--- src/hdl/htw_pkg.sv ---
// Package with the shared types and constants of the timer wheel scheduler.
`timescale 1ns / 1ps
package htw_pkg;

    localparam logic [2:0] EV_ADDED     = 3'd0;
    localparam logic [2:0] EV_FULL      = 3'd1;
    localparam logic [2:0] EV_CANCELLED = 3'd2;
    localparam logic [2:0] EV_NOT_FOUND = 3'd3;
    localparam logic [2:0] EV_EXPIRED   = 3'd4;
    localparam logic [2:0] EV_TICK_NONE = 3'd5;
    localparam logic [2:0] EV_IDLE      = 3'd6;

    localparam logic [1:0] OP_TICK     = 2'd0;
    localparam logic [1:0] OP_ONESHOT  = 2'd1;
    localparam logic [1:0] OP_PERIODIC = 2'd2;
    localparam logic [1:0] OP_CANCEL   = 2'd3;

    typedef struct packed {
        logic [1:0]         opcode;
        logic signed [31:0] delay_len;
        logic [31:0]        cancel_id;
    } htw_in_t;

    typedef struct packed {
        logic [2:0]  event_kind;
        logic [31:0] timer_id;
        logic [6:0]  live_timers;
        logic        last_result;
    } htw_out_t;

    typedef struct packed {
        logic        start;
        logic [31:0] dividend;
        logic [15:0] divisor;
    } htw_div_req_t;

    typedef struct packed {
        logic        done;
        logic [31:0] quotient;
    } htw_div_rsp_t;

    typedef enum logic [2:0] {
        ST_IDLE,
        ST_DIV,
        ST_SCAN,
        ST_WRITE,
        ST_EMIT
    } htw_state_t;

endpackage

--- src/hdl/htw_divider.sv ---
// Restoring radix-2 divider that turns a delay into ticks, one quotient bit a cycle.
`timescale 1ns / 1ps
module htw_divider
    import htw_pkg::*;
(
    input  logic         clk,
    input  logic         rst_n,
    input  htw_div_req_t req,
    output htw_div_rsp_t rsp
);

    logic [31:0] quo_reg, quo_next;
    logic [16:0] rem_reg, rem_next;
    logic [15:0] dvs_reg, dvs_next;
    logic [5:0]  cnt_reg, cnt_next;
    logic        busy_reg, busy_next;
    logic        done_reg, done_next;
    logic [16:0] trial;

    always_comb
    begin
        quo_next  = quo_reg;
        rem_next  = rem_reg;
        dvs_next  = dvs_reg;
        cnt_next  = cnt_reg;
        busy_next = busy_reg;
        done_next = 1'b0;
        trial     = {rem_reg[15:0], quo_reg[31]};
        if (req.start)
        begin
            quo_next  = req.dividend;
            rem_next  = '0;
            dvs_next  = req.divisor;
            cnt_next  = 6'd32;
            busy_next = 1'b1;
        end
        else if (busy_reg)
        begin
            if (trial >= {1'b0, dvs_reg})
            begin
                rem_next = trial - {1'b0, dvs_reg};
                quo_next = {quo_reg[30:0], 1'b1};
            end
            else
            begin
                rem_next = trial;
                quo_next = {quo_reg[30:0], 1'b0};
            end
            cnt_next = cnt_reg - 6'd1;
            if (cnt_reg == 6'd1)
            begin
                busy_next = 1'b0;
                done_next = 1'b1;
            end
        end
    end

    always_ff @(posedge clk or negedge rst_n)
    begin
        if (!rst_n)
        begin
            busy_reg <= 1'b0;
            done_reg <= 1'b0;
            cnt_reg  <= '0;
        end
        else
        begin
            busy_reg <= busy_next;
            done_reg <= done_next;
            cnt_reg  <= cnt_next;
        end
    end

    always_ff @(posedge clk)
    begin
        quo_reg <= quo_next;
        rem_reg <= rem_next;
        dvs_reg <= dvs_next;
    end

    assign rsp.done     = done_reg;
    assign rsp.quotient = quo_reg;

endmodule

--- config.mk ---
export PLATFORM = sky130hd
export DESIGN_NAME = htw_divider
export DESIGN_NICKNAME = d
export VERILOG_FILES = /design/src/hdl/htw_pkg.sv /design/src/hdl/htw_divider.sv
export SDC_FILE = /design/constraint.sdc
export NUM_CORES = 1
export LEC_CHECK = 0
export BUFFER_PORTS_ARGS = -buffer_cell sky130_fd_sc_hd__buf_2
export CAP_MARGIN = 20
export CORE_AREA = 2 2 95 97
export CTS_BUF_LIST = sky130_fd_sc_hd__clkbuf_4
export DETAILED_ROUTE_END_ITERATION = 10
export DIE_AREA = 0 0 97 99
export MAX_ROUTING_LAYER = met4
export PLACE_DENSITY_LB_ADDON = 0.05
export SLEW_MARGIN = 20
export SYNTH_ARGS = -nofsm -noshare
export SYNTH_HDL_FRONTEND = slang
export SYNTH_SLANG_ARGS = --single-unit
--- constraint.sdc ---
create_clock -name clk -period 2.1 [get_ports clk]
set_clock_uncertainty 0.1 [all_clocks]
set_input_delay 0.42 -clock clk [delete_from_list [all_inputs] [get_ports clk]]
set_output_delay 0.42 -clock clk [all_outputs]
set_load 0.05 [all_outputs]
* After elaboration in Yosys (flattened, before gate mapping)
Cells that the tools add are included.
** Storage, ports and cells
- Flip-flop bits (word level) :: 72
- Bits of input ports :: 51
** Operators by class
- $add $sub $neg :: 2
- Order comparisons :: 1
- Eq/ne operators :: 1
- Multiplexer cells :: 12
- Reductions and logical operators :: 1
** Operators by type and width (number)
- $mux 32 :: 2
- $ge 17x16->1 :: 1
- $mux 16 :: 1
- $sub 16x16->16 :: 1
- $mux 6 :: 2
- $mux 1 :: 7
- $eq 6x1->1 const B :: 1
- $sub 6x1->6 const B :: 1
- $reduce_bool 2->1 :: 1

* Depth between registers and ports, before layout
- Depth in word-level cells :: 4
- Mapped depth :: 12
- Gate-level depth less buffers :: 10

* Worst setup path before layout
OpenSTA, ideal clock, no wires.
- Kind :: register -> register
- Start :: register quo_reg[31]
- End :: register rem_reg[15]
- Setup time :: 69 ps
- Arrival time :: 2455 ps
- Data required time :: 1931 ps
- Path slack :: -524 ps
- Cell stages (with the launch flop) :: 12
- Buffers on the path :: 2
- Period minus slack after synthesis :: 2624 ps
- Cell sequence :: edfxtp_1 inv_1 ha_1 nand2b_1 a211oi_2 o2111a_2 o31ai_4 o21a_1 buf_6 buf_8 a2111o_1 o21ai_1
** On the way
- Cells in the longest elaborated chain, start to end :: 2
- Elaborated cells on any way between the ends :: 3
- Classes of those cells :: 1 x add/sub; 1 x order compare; 1 x mux
** Ends and longest elaborated chain
- start, declared :: line htw_divider.sv:12 : logic [31:0] quo_reg, quo_next;
- start signal, assigned :: line htw_divider.sv:76 : quo_reg <= quo_next;
- $sub 16x16->16 or $ge 17x16->1 (tied branches) :: line htw_divider.sv:41, htw_divider.sv:39
- $mux 16 (*) :: line htw_divider.sv:39 : if (trial >= {1'b0, dvs_reg})
- end signal, assigned :: line htw_divider.sv:77 : rem_reg <= rem_next;
- end, declared :: line htw_divider.sv:13 : logic [16:0] rem_reg, rem_next;
Mark *: on every way between the ends. The rest lies on a longest branch, timed or not.
A chain may end at the register's enable or synchronous reset.

* Worst setup path in the final report
- Start :: register dvs_reg[1]
- End :: register rem_reg[0]
** On the way
- Cells in the longest elaborated chain, start to end :: 2
** Ends and longest elaborated chain
- start, declared :: line htw_divider.sv:14 : logic [15:0] dvs_reg, dvs_next;
- start signal, assigned :: line htw_divider.sv:78 : dvs_reg <= dvs_next;
- $ge 17x16->1 :: line htw_divider.sv:39
- $mux 16 :: line htw_divider.sv:39
No other way between the ends.

==> summary.txt <==
CP Launch Type -> register
top post-synthesis cells by area -> edfxtp_1, mux2_2, dfxtp_1
worst min path class -> in -> reg
period utilisation layout -> 1.108
total power -> 4.371 mW
Final #Nets -> 525
Final WS setup -> -0.2278 ns
status -> finished, violations left
max reg flops -> 32
crit path kind -> reg -> reg
placed cells -> 544
Synth cell types -> 48
antenna viol nets, final -> 0
final count of negative-setup-slack endpoints -> 17
Max clock buf depth -> 2
Worst Hold Depth -> 1
non-filler cells in the finished layout -> 568
layout cells sized above 1 -> 0.4870
Register-to-Register Path Depth -> 10
CTS clk-pin slew, worst paths -> 0.13 ns
Yosys reg bits -> 72
share of the synthesized area in the top cell type -> 0.3858
worst slew pin tran -> 0.4792 ns
first-pass GRT wire length -> 13570 µm
Die ar. -> 0.009603 mm²
Setup crit start -> dvs_reg[1]
largest net degree at the start of global routing -> 48
routed length per instance -> 14.71 µm
Synth Flop Type -> edfxtp_1
# IOs -> 84
worst skew pair latency -> 0.42 ns
post-synthesis cell count -> 314
MaxCap Viol Count -> 0
via count -> 2884
vias in the first global route -> 2910
Worst Setup End Kind -> register
Initial DRC Count -> 87
Seq/Total Area, Yosys -> 0.5251
fin crit period -> 2.328 ns
Mapped Nets -> 384
critical path fanouts, max -> 6
unrepaired setup endpoints after global routing -> yes
TritonCTS Buffers -> 9
Synth area leader -> edfxtp_1
Slew headroom -> 0.6806
Synth async-reset ratio -> 0.1111
DP HPWL -> 5806 µm
total grt overflow -> 0
Inserted Diodes -> 0
GP Congestion -> 0.8506
Syn Std Cell Area -> 0.003736 mm²
GRT Total Usage -> 0.1818
Die Span Y -> 99 µm
P per Cell Area -> 862.3 mW/mm²
drt drc -> 0
HP Start -> req[6]
most frequent cell after synthesis -> edfxtp_1
CTS tree -> done
failing checks -> negative setup slack
pre-CTS WS -> -0.2962 ns
Die X -> 97 µm
Static Leak -> 2.288 nW
final wirelength -> 8353 µm
number of flops mapped to enable cells by yosys -> 48
initial antenna violation count -> 0
Initial Utilization -> 0.4369
CP Data Required Time -> 2.33 ns
# fillers -> 758
vias per cell -> 5.077
fin. max-slew vios -> 0
Max Freq -> 429.6 MHz
yosys warns -> 0
Rows -> 34
Final Hold Fails -> 0
Clock H-tree levels -> 3
1st-pass router iterations -> 4
Clock Tree Root -> clkbuf_4
Area Overhead vs Synth -> 35.67%
VDD IR-drop max -> 0.4896 mV
average size of a mapped cell -> 11.90 µm²
Synth top cells by count -> edfxtp_1, mux2_2, inv_1, nor2_1
port buffer count -> 83
core area -> 0.008551 mm²
worst r2r src -> dvs_reg[1]
Worst Path Arrival -> 2.55 ns
CTS sink cnt -> 72
[worst max-delay path, stage by stage (launching register included)]
cell and delay, ns:
edfxtp_1 0.40, inv_2 0.06, ha_4 0.28, nand2b_4 0.06, a211oi_4 0.21, o2111a_2 0.25, o31ai_4 0.08, o21a_2 0.24
buf_6 0.15, or2_1 0.20, a311oi_1 0.22
[logic make-up (layout without fill, tap and decap cells)]
group / after synthesis / after routing / share of synthesized area
compound gates: 60 / 60 / 0.1149
xor+xnor: 17 / 17 / 0.03985
fa+ha+maj: 19 / 19 / 0.06564
buf+inv: 37 / 183 / 0.04554
flops: 72 / 72 / 0.5251
mux: 43 / 43 / 0.1256
simple gates: 66 / 66 / 0.08339
[stage by stage]
stage                     hold slack [ns]  instance area (µm²)  utilization  TNS (ns)
after floorplan                   0.02441                 3749            -    -6.309
after global placement             0.1726                 4636       0.5421    -2.486
after detailed placement           0.1700                 4636       0.5421    -3.471
after CTS                         0.03301                 4964       0.5805    -3.687
after global routing              0.02897                 5069       0.5928    -4.679
final                             0.06113                 5069       0.5928    -2.497
[placed cells by master (no fill, tap or decap), types with 3 or more instances in the layout]
cell type	instances
a211oi_1	10
a21o_1	3
a21oi_1	8
a21oi_2	5
a32oi_1	3
buf_2	83
buf_4	52
buf_6	6
bufinv_16	3
clkbuf_4	9
dfrtp_1	8
dfxtp_1	16
edfxtp_1	48
ha_1	13
ha_4	4
inv_1	21
mux2_2	31
mux2i_1	10
nand2_1	17
nand2b_1	4
nand4_1	3
nor2_1	21
nor2b_1	3
nor3_1	3
o21ai_0	5
o21ai_1	4
o21ai_2	3
xnor2_1	9
xor2_1	8
[timing repair]
action	4_1_cts	5_1_grt
endpoints found under the hold margin	8	0
pin swaps	7	9
hold buffers	1	0
resized for setup	19	20
endpoints found under the setup margin	17	17
setup buffers	6	2
[report_power, final]
part | switching (mW) | leakage (nW) | internal, mW
logic | 0.834 | 1.47 | 0.594
clock network | 0.502 | 0.0910 | 0.593
registers | 0.121 | 0.724 | 1.73
[metal layers]
layer,wire length [µm],track usage,up-vias
met3,421,0.04326,10
li1,-,-,1436
met1,3793,0.2260,1362
met4,140,0.08126,0
met5,0,-,-
met2,3998,0.2837,76
[final timing paths]
check	endpoint	slack (ns)
max	rem_reg[0]	-0.23
min in group asynchronous	cnt_reg[4]	0.27
max in group asynchronous	done_reg	1.46
min	dvs_reg[6]	0.06
min reg2reg	cnt_reg[5]	0.43
max reg2reg	rem_reg[0]	-0.23
[layout make-up]
cell class	instances	area (µm²)	area share
clock buffer	9	67.56	0.01333
clock inverter	7	110.1	0.02172
tap	108	135.1	0.02666
multi-input combinational	205	1784	0.3520
inverter	23	86.33	0.01703
timing repair buffer	144	923.4	0.1822
sequential	72	1962	0.3871
(Power assumes the default switching activity.)
